[config.mk]
export PLATFORM = sky130hd
export DESIGN_NAME = receive_reorder_window_core
export DESIGN_NICKNAME = d
export VERILOG_FILES = /design/src/rrw_pkg.sv /design/src/receive_reorder_window_core.sv /design/src/rrw_front.sv /design/src/rrw_queue.sv /design/src/rrw_back.sv
export SDC_FILE = /design/constraint.sdc
export NUM_CORES = 2
export LEC_CHECK = 0
export BUFFER_PORTS_ARGS = -buffer_cell sky130_fd_sc_hd__buf_4
export CORE_UTILIZATION = 41
export CTS_BUF_LIST = sky130_fd_sc_hd__clkbuf_16
export CTS_CLUSTER_DIAMETER = 30
export DETAILED_ROUTE_END_ITERATION = 12
export PLACE_DENSITY = 0.54
export SLEW_MARGIN = 5
export SYNTH_ARGS = -nofsm -noshare
export SYNTH_HDL_FRONTEND = slang
export SYNTH_SLANG_ARGS = --single-unit
[constraint.sdc]
create_clock -name clk -period 11.3 [get_ports clk]
set_clock_uncertainty 0.05 [all_clocks]
set_input_delay 0.565 -clock clk [delete_from_list [all_inputs] [get_ports clk]]
set_output_delay 0.565 -clock clk [all_outputs]
set_load 0.1 [all_outputs]
[src/rrw_pkg.sv]
`default_nettype none

package rrw_pkg;

	localparam int unsigned HDR_BYTES = 16;
	localparam logic [5:0] WINDOW_RESET = 6'd32;
	localparam int unsigned OFFSET_W = 8;

	typedef enum logic [1:0] {
		OP_STORE,
		OP_DUP,
		OP_RETRY
	} op_t;

	typedef struct packed {
		logic        func;
		logic [31:0] sequence_number;
		logic [15:0] packet_length;
		logic        checksum_ok;
		logic [15:0] packet_handle;
		logic [15:0] space_available;
	} item_t;

	typedef struct packed {
		logic        kind;
		logic [15:0] out_handle;
		logic [9:0]  payload_bytes;
		logic [31:0] ack_number;
		logic        end_of_file_seen;
		logic        last;
	} result_t;

	// classified packet handed from the front to the back
	typedef struct packed {
		op_t                 op;
		logic [OFFSET_W-1:0] offset;
		logic [31:0]         sequence_number;
		logic [9:0]          payload;
		logic [15:0]         handle;
		logic [15:0]         space;
		logic                eof;
	} cmd_t;

	typedef struct packed {
		logic [31:0] last_in_order;
	} stat_t;

endpackage

`default_nettype wire

[src/receive_reorder_window_core.sv]
// Receive reorder window. Pulse start with a packet descriptor or a retry while busy is low;
// results come out on result with a one-cycle result_stb and must be taken as they appear,
// with result.last set on the final result of the item. A stored packet passes the classifier
// and the command queue, writes its slot in S_STORE, then passes S_READ and S_CHECK once per
// in-order delivery (slot store read at the ring head, then fit check) and once more for the
// final check, and ends in S_ACK for the cumulative ack. A duplicate goes straight to S_ACK;
// a retry ends after its final check. A dropped packet holds busy for a single cycle and
// gives no result.
// The slot valid bits clear at reset, so the block is ready at once.
`default_nettype none

module receive_reorder_window_core #(
	parameter int WINDOW_DEPTH = 32,
	parameter int MAX_PAYLOAD = 1000
) (
	input  wire logic             clk,
	input  wire logic             arst_n,
	input  wire logic             start,
	output logic                  busy,
	input  wire rrw_pkg::item_t   packet,
	input  wire logic             cfg_we,
	input  wire logic [5:0]       cfg_wdata,
	output rrw_pkg::result_t      result,
	output logic                  result_stb
);

	logic           accept;
	logic           push;
	logic           pop;
	logic           q_empty;
	logic           front_active;
	logic           back_active;
	rrw_pkg::cmd_t  push_cmd;
	rrw_pkg::cmd_t  head_cmd;
	rrw_pkg::stat_t stat;

	assign accept = start && !busy;
	assign busy   = front_active || !q_empty || back_active;

	rrw_front #(
		.WINDOW_DEPTH(WINDOW_DEPTH),
		.MAX_PAYLOAD(MAX_PAYLOAD)
	) u_front (
		.clk(clk),
		.arst_n(arst_n),
		.accept(accept),
		.packet(packet),
		.cfg_we(cfg_we),
		.cfg_wdata(cfg_wdata),
		.stat(stat),
		.push(push),
		.cmd(push_cmd),
		.active(front_active)
	);

	rrw_queue u_queue (
		.clk(clk),
		.arst_n(arst_n),
		.push(push),
		.wr_cmd(push_cmd),
		.pop(pop),
		.rd_cmd(head_cmd),
		.empty(q_empty)
	);

	rrw_back #(
		.WINDOW_DEPTH(WINDOW_DEPTH)
	) u_back (
		.clk(clk),
		.arst_n(arst_n),
		.q_empty(q_empty),
		.q_cmd(head_cmd),
		.pop(pop),
		.active(back_active),
		.stat(stat),
		.result(result),
		.result_stb(result_stb)
	);

	a_accept_busy: assert property (@(posedge clk) disable iff (!arst_n)
		(start && !busy) |=> busy)
		else $error("busy not raised after a transfer");

	a_no_early_result: assert property (@(posedge clk) disable iff (!arst_n)
		(start && !busy) |=> !result_stb)
		else $error("result strobe right after a transfer");

	a_last_closes: assert property (@(posedge clk) disable iff (!arst_n)
		(result_stb && result.last) |=> !result_stb)
		else $error("result follows the final result of an item");

endmodule

`default_nettype wire

[src/rrw_front.sv]
`default_nettype none

module rrw_front #(
	parameter int WINDOW_DEPTH = 32,
	parameter int MAX_PAYLOAD = 1000
) (
	input  wire logic          clk,
	input  wire logic          arst_n,
	input  wire logic          accept,
	input  wire rrw_pkg::item_t packet,
	input  wire logic          cfg_we,
	input  wire logic [5:0]    cfg_wdata,
	input  wire rrw_pkg::stat_t stat,
	output logic               push,
	output rrw_pkg::cmd_t      cmd,
	output logic               active
);

	localparam logic [16:0] LEN_MAX   = 17'(rrw_pkg::HDR_BYTES + MAX_PAYLOAD);
	localparam logic [15:0] LEN_HDR   = 16'(rrw_pkg::HDR_BYTES);
	localparam logic [31:0] DEPTH_32  = 32'(WINDOW_DEPTH);

	logic [5:0]      window_q;
	logic            v_s1;
	rrw_pkg::item_t  item_s1;
	logic [31:0]     win;
	logic [31:0]     seq_delta;
	logic            bad;
	logic            in_win;
	logic            dup;

	always_ff @(posedge clk or negedge arst_n) begin
		if (!arst_n) begin
			window_q <= rrw_pkg::WINDOW_RESET;
			v_s1     <= 1'b0;
		end else begin
			if (cfg_we) begin
				window_q <= cfg_wdata;
			end
			v_s1 <= accept;
		end
	end

	always_ff @(posedge clk) begin
		if (accept) begin
			item_s1 <= packet;
		end
	end

	always_comb begin
		// saturate the window to one..depth
		if (window_q == 6'd0) begin
			win = 32'd1;
		end else if ({26'd0, window_q} > DEPTH_32) begin
			win = DEPTH_32;
		end else begin
			win = {26'd0, window_q};
		end
		seq_delta = item_s1.sequence_number - stat.last_in_order;
		bad    = !item_s1.checksum_ok || (item_s1.packet_length < LEN_HDR)
			|| ({1'b0, item_s1.packet_length} > LEN_MAX);
		in_win = (seq_delta != 32'd0) && (seq_delta <= win);
		dup    = (seq_delta == 32'd0) || seq_delta[31];

		cmd.offset          = rrw_pkg::OFFSET_W'(seq_delta - 32'd1);
		cmd.sequence_number = item_s1.sequence_number;
		cmd.payload         = 10'(item_s1.packet_length - LEN_HDR);
		cmd.handle          = item_s1.packet_handle;
		cmd.space           = item_s1.space_available;
		cmd.eof             = (item_s1.packet_length == LEN_HDR);
		if (item_s1.func) begin
			cmd.op = rrw_pkg::OP_RETRY;
		end else if (in_win) begin
			cmd.op = rrw_pkg::OP_STORE;
		end else begin
			cmd.op = rrw_pkg::OP_DUP;
		end
		// drop corrupt, misized and beyond-window packets here
		push = v_s1 && (item_s1.func || (!bad && (in_win || dup)));
	end

	assign active = v_s1;

endmodule

`default_nettype wire

[src/rrw_queue.sv]
`default_nettype none

module rrw_queue (
	input  wire logic          clk,
	input  wire logic          arst_n,
	input  wire logic          push,
	input  wire rrw_pkg::cmd_t wr_cmd,
	input  wire logic          pop,
	output rrw_pkg::cmd_t      rd_cmd,
	output logic               empty
);

	rrw_pkg::cmd_t entry_q [2];
	logic          wr_ptr_q;
	logic          rd_ptr_q;
	logic [1:0]    count_q;
	logic          do_push;
	logic          do_pop;

	assign empty   = (count_q == 2'd0);
	assign do_push = push && (count_q != 2'd2);
	assign do_pop  = pop && !empty;
	assign rd_cmd  = entry_q[rd_ptr_q];

	always_ff @(posedge clk or negedge arst_n) begin
		if (!arst_n) begin
			wr_ptr_q <= 1'b0;
			rd_ptr_q <= 1'b0;
			count_q  <= 2'd0;
		end else begin
			if (do_push) begin
				wr_ptr_q <= ~wr_ptr_q;
			end
			if (do_pop) begin
				rd_ptr_q <= ~rd_ptr_q;
			end
			if (do_push && !do_pop) begin
				count_q <= count_q + 2'd1;
			end else if (do_pop && !do_push) begin
				count_q <= count_q - 2'd1;
			end
		end
	end

	always_ff @(posedge clk) begin
		if (do_push) begin
			entry_q[wr_ptr_q] <= wr_cmd;
		end
	end

endmodule

`default_nettype wire

[src/rrw_back.sv]
`default_nettype none

module rrw_back #(
	parameter int WINDOW_DEPTH = 32
) (
	input  wire logic          clk,
	input  wire logic          arst_n,
	input  wire logic          q_empty,
	input  wire rrw_pkg::cmd_t q_cmd,
	output logic               pop,
	output logic               active,
	output rrw_pkg::stat_t     stat,
	output rrw_pkg::result_t   result,
	output logic               result_stb
);

	localparam int SLOT_W = (WINDOW_DEPTH > 1) ? $clog2(WINDOW_DEPTH) : 1;
	localparam logic [SLOT_W:0]   DEPTH_V = (SLOT_W + 1)'(WINDOW_DEPTH);
	localparam logic [SLOT_W-1:0] LAST_SLOT = SLOT_W'(WINDOW_DEPTH - 1);

	typedef enum logic [2:0] {
		S_IDLE,
		S_STORE,
		S_READ,
		S_CHECK,
		S_ACK
	} state_t;

	state_t            state_q;
	rrw_pkg::cmd_t     cmd_q;
	logic [15:0]       space_q;
	logic [SLOT_W-1:0] head_q;
	logic [31:0]       last_in_order_q;
	logic              eof_q;
	logic [WINDOW_DEPTH-1:0] valid_q;
	rrw_pkg::result_t  pend_q;
	logic              pend_valid_q;
	rrw_pkg::result_t  result_q;
	logic              result_stb_q;

	logic [31:0] seq_mem    [WINDOW_DEPTH];
	logic [9:0]  len_mem    [WINDOW_DEPTH];
	logic [15:0] handle_mem [WINDOW_DEPTH];
	logic [31:0] rd_seq_q;
	logic [9:0]  rd_len_q;
	logic [15:0] rd_handle_q;

	logic [SLOT_W:0]   slot_sum;
	logic [SLOT_W-1:0] slot;
	logic              fits;
	rrw_pkg::result_t  pend_out;

	always_comb begin
		slot_sum = {1'b0, head_q} + {1'b0, cmd_q.offset[SLOT_W-1:0]};
		if (slot_sum >= DEPTH_V) begin
			slot_sum = slot_sum - DEPTH_V;
		end
		slot = slot_sum[SLOT_W-1:0];
		fits = valid_q[head_q] && ({6'd0, rd_len_q} <= space_q);
		pend_out      = pend_q;
		pend_out.last = !fits && (cmd_q.op == rrw_pkg::OP_RETRY);
	end

	assign pop    = (state_q == S_IDLE) && !q_empty;
	assign active = (state_q != S_IDLE);
	assign stat.last_in_order = last_in_order_q;
	assign result     = result_q;
	assign result_stb = result_stb_q;

	// slot store: written on a stored packet, read at the ring head every cycle
	always_ff @(posedge clk) begin
		if (state_q == S_STORE) begin
			seq_mem[slot]    <= cmd_q.sequence_number;
			len_mem[slot]    <= cmd_q.payload;
			handle_mem[slot] <= cmd_q.handle;
		end
		rd_seq_q    <= seq_mem[head_q];
		rd_len_q    <= len_mem[head_q];
		rd_handle_q <= handle_mem[head_q];
	end

	always_ff @(posedge clk) begin
		if (pop) begin
			cmd_q <= q_cmd;
		end
		if (state_q == S_CHECK && fits) begin
			pend_q.kind             <= 1'b0;
			pend_q.out_handle       <= rd_handle_q;
			pend_q.payload_bytes    <= rd_len_q;
			pend_q.ack_number       <= rd_seq_q + 32'd1;
			pend_q.end_of_file_seen <= eof_q;
			pend_q.last             <= 1'b0;
		end
	end

	always_ff @(posedge clk or negedge arst_n) begin
		if (!arst_n) begin
			state_q         <= S_IDLE;
			space_q         <= 16'd0;
			head_q          <= '0;
			last_in_order_q <= 32'd0;
			eof_q           <= 1'b0;
			valid_q         <= '0;
			pend_valid_q    <= 1'b0;
			result_q        <= '0;
			result_stb_q    <= 1'b0;
		end else begin
			result_stb_q <= 1'b0;
			unique case (state_q)
				S_IDLE: begin
					if (pop) begin
						space_q <= q_cmd.space;
						unique case (q_cmd.op)
							rrw_pkg::OP_STORE: state_q <= S_STORE;
							rrw_pkg::OP_DUP:   state_q <= S_ACK;
							default:           state_q <= S_READ;
						endcase
					end
				end
				S_STORE: begin
					valid_q[slot] <= 1'b1;
					if (cmd_q.eof) begin
						eof_q <= 1'b1;
					end
					state_q <= S_READ;
				end
				S_READ: begin
					state_q <= S_CHECK;
				end
				S_CHECK: begin
					// hold each delivery in pend_q until the next check so its last flag is known on transfer
					if (pend_valid_q) begin
						result_q      <= pend_out;
						result_stb_q  <= 1'b1;
					end
					if (fits) begin
						last_in_order_q <= rd_seq_q;
						valid_q[head_q] <= 1'b0;
						head_q          <= (head_q == LAST_SLOT) ? '0 : head_q + 1'b1;
						space_q         <= space_q - {6'd0, rd_len_q};
						pend_valid_q    <= 1'b1;
						state_q         <= S_READ;
					end else begin
						pend_valid_q <= 1'b0;
						state_q      <= (cmd_q.op == rrw_pkg::OP_STORE) ? S_ACK : S_IDLE;
					end
				end
				S_ACK: begin
					result_q.kind             <= 1'b1;
					result_q.out_handle       <= 16'd0;
					result_q.payload_bytes    <= 10'd0;
					result_q.ack_number       <= last_in_order_q + 32'd1;
					result_q.end_of_file_seen <= eof_q;
					result_q.last             <= 1'b1;
					result_stb_q              <= 1'b1;
					state_q                   <= S_IDLE;
				end
				default: state_q <= S_IDLE;
			endcase
		end
	end

endmodule

`default_nettype wire

==> impl_results.md <==
- Die area: 230000 um^2
- Asr flop ratio synth: 0.0666
- Power share of the combinational group: 0.185
- Leak: 38.6 nW
- Slowest CP cell: o31ai_1
- Gr ovfl total: 0
- Placed Cells: 7691
- WP data required: 11.85 ns
- Placed Area: 98700 um^2
- CTS Root Buffer Type: clkbuf_16
- Nets: 5424
- Number of flops mapped to enable cells by yosys: 2227
- Core area: 226000 um^2
- Hpwl dp: 144000 um
- DR iter-0 viols: 5084
- DRC: 0
- Final WL: 264000 um
- Row Count: 174
- Largest area contributor in the netlist: edfxtp_1
- Final Util: 0.513
- Relative slew slack: 0.162
- Top FF cell, synth: edfxtp_1
- Share of cells above drive strength 1: 0.288
- Non-Filler Instances: 8643
- Fmax: 174 MHz
- H-tree levels: 5
- Unrepaired setup endpoints after global routing: no
- CTS Buffer Depth: 4
- Place WS: 5.54 ns
- Status: complete, no violations
- Least-Margin Pin Slew: 1.26 ns
- Final GP Congestion: 0.888
- Sw Ratio: 0.289
- Final setup TNS: 0 ns
- Via count: 49500
- Sequential Area: 72100 um^2
- Initial core utilization: 0.414
- Via-per-instance ratio: 5.73
- Crit-path cells: inv_1 > ha_1 > o211ai_2 > a21oi_1 > o41ai_2 > o31ai_1 > a31o_1 > a21oi_1 > a2111oi_2 > and4_4 > a21oi_2 > nor3b_4 > buf_4 > buf_4
- # clock sinks: 2448
- Crit-path max FO: 36
- Type of the worst setup path: register to register
- Peak supply drop: 0.190 mV
- Post-Syn Instances: 4662
- Delay-heaviest family, CP: compound AO/OA/AOI/OAI gates
- Port Buffers: 154
- CP startpoint kind: register
- Vias in the first global route: 50900
- Sw Pwr: 0.00937 W
- Fill count: 17900
- Sequential area share after synthesis: 0.771
- Hold Path Class: input port to register
- Post-route cell area: 116000 um^2
- Max-slew violations: 0
- Final Hold Vio Count: 0
- Flip-flop and latch count after synthesis: 2448
- Number of routed nets with antenna violations: 0
- Synth top area share: 0.715
- Final min period: 5.76 ns
- Initial antenna violation count: 1
- Postcts setup bufs: 0
- CP endpoint kind: register
- Final worst slack: 5.54 ns
- Die width: 480 um
- Internal Power: 0.0230 W
- TritonRoute pass-1 iters: 6
- Sequential power share: 0.383
- Gr usage total: 0.230
- Synth top area cells: edfxtp_1 72%, mux4_2 11%, dfrtp_1 4.3%
- Largest net degree at the start of global routing: 106
- CTS tree: yes
- Global-route wire length before repair: 375000 um
- # hold bufs at CTS: 93
- Post-cts sizing count: 0
- Multi-input gate area: 20600 um^2
- Clock share of power: 0.431
- IO Pins: 155
- Yosys warnings: 0
- CP Buf/Inv Count: 3
- Crit path DAT: 6.31 ns
- Max Cap Viol: 0
- Clock slew at reported path FFs: 0.05 ns
- Mapped Area: 93500 um^2
- TritonCTS Buffers: 472
- Synthesized Nets: 4820
- Final setup vio count: 0
- Period utilization: 0.510
- Netlist cell types: 79
- Area grow syn2layout: 23.7%
- Avg Inst Size Synth: 20.1 um^2
- Cell Pwr Density: 280 nW/um^2
- Die height: 480 um
- Max incr delay on CP: 0.75 ns
- Worst skew pair latency: 0.98 ns
- Drt wl/cell: 30.5 um
[metrics by stage]
| stage | total power, W | hold slack [ns] |
|---|---|---|
| global placement | 0.0185 | 0.341 |
| floorplan | 0.0164 | 0.219 |
| detailed placement | 0.0186 | 0.339 |
| finish | 0.0324 | 0.134 |
| CTS | 0.0326 | 0.0890 |
| global route | 0.0335 | 0.115 |
[power by group through the flow]
stage | Combinational (W) | Sequential (W) | Clock, W
final | 0.00600 | 0.0124 | 0.0140
after CTS | 0.00609 | 0.0124 | 0.0141
after global routing | 0.00645 | 0.0125 | 0.0146
after floorplan | 0.00376 | 0.0126 | 0
after detailed placement | 0.00603 | 0.0126 | 0
after global placement | 0.00603 | 0.0125 | 0
[cells in the final DEF, fill, tap and decap left out, drive strengths merged, types with 10 or more instances in the layout]
master,n
ha,63
o22a,32
mux4,472
a31oi,21
dfxtp,58
nor2,133
xnor2,79
nand4,75
clkinvlp,44
buf,264
a22oi,245
a21o,19
edfxtp,2227
dlygate4sd3,93
a21oi,66
and2,11
or3,12
nand3,63
nand2,214
o21ai,89
a211oi,10
xor2,20
mux2i,13
and3,22
nand2b,16
mux2,77
clkinv,164
clkbuf,477
bufinv,75
inv,176
nor3,33
dfrtp,162
[metal layers]
layer	vias to the layer above	wire length, um	track usage
met4	2	6700	0.0662
li1	20600	-	-
met5	-	13	0
met2	1991	128000	0.371
met1	26500	113000	0.322
met3	428	16400	0.0375
[cells in the mapped netlist, types with 10 or more instances]
cell / instances
a211oi_1: 10
a21o_1: 19
a21oi_1: 64
a22oi_1: 245
a31oi_1: 21
and3_1: 21
buf_1: 71
clkbuf_1: 146
dfrtp_1: 162
dfxtp_1: 58
edfxtp_1: 2227
ha_1: 63
inv_1: 75
mux2_2: 74
mux2i_1: 13
mux4_2: 472
nand2_1: 214
nand2b_1: 16
nand3_1: 63
nand4_1: 75
nor2_1: 133
nor3_1: 33
o21ai_0: 47
o21ai_1: 42
o22a_1: 32
or3_1: 12
xnor2_1: 79
xor2_1: 20
[flip-flops by register name, indices dropped and copies added (netlist names), 3 cells and up]
name / count
u_back.result: 61
u_back.rd_seq_q: 32
u_back.seq_mem: 1024
u_back.handle_mem: 512
u_queue.entry_q: 164
u_front.item_s1: 18
u_back.stat: 32
u_front.cmd: 64
u_back.cmd_q: 66
u_front.window_q: 6
u_back.space_q: 16
u_back.rd_len_q: 10
u_back.pend_out: 59
u_back.head_q: 5
u_back.rd_handle_q: 16
u_back.state_q: 3
u_back.len_mem: 320
u_back.valid_q: 32
[final timing paths]
kind                                             start                endpoint  slack [ns]  depth (start not counted)
worst min register to register  u_back.rd_handle_q[13]     u_back.pend_out[57]        0.35                          0
worst min-delay path                             start          u_front.active        0.13                          2
min in group asynchronous                       arst_n        u_back.result[9]        0.14                          2
worst max-delay path                    u_back.stat[4]  u_queue.entry_q[1][17]        5.54                         14
worst max register to register          u_back.stat[4]  u_queue.entry_q[1][17]        5.54                         14
max in group asynchronous                       arst_n       u_back.result[46]        9.00                          4
[kinds of logic after synthesis]
logic type	Yosys count	synth area share
flops	2448	0.771
buf+inv	305	0.0125
fa+ha+maj	66	0.00907
xor+xnor	99	0.00927
compound gates	561	0.0419
simple gates	621	0.0317
mux	562	0.124
[area by class of cell]
cell class / instances / share of cell area
diodes: 1 / 0.0000216
inverters: 77 / 0.00252
repair buffers: 358 / 0.0255
clock inverters: 382 / 0.0357
clock buffers: 476 / 0.103
flip-flops and latches: 2448 / 0.623
multi-input cells: 1909 / 0.178
well taps: 2992 / 0.0324
No activity file was read; power rests on OpenSTA's default activity.
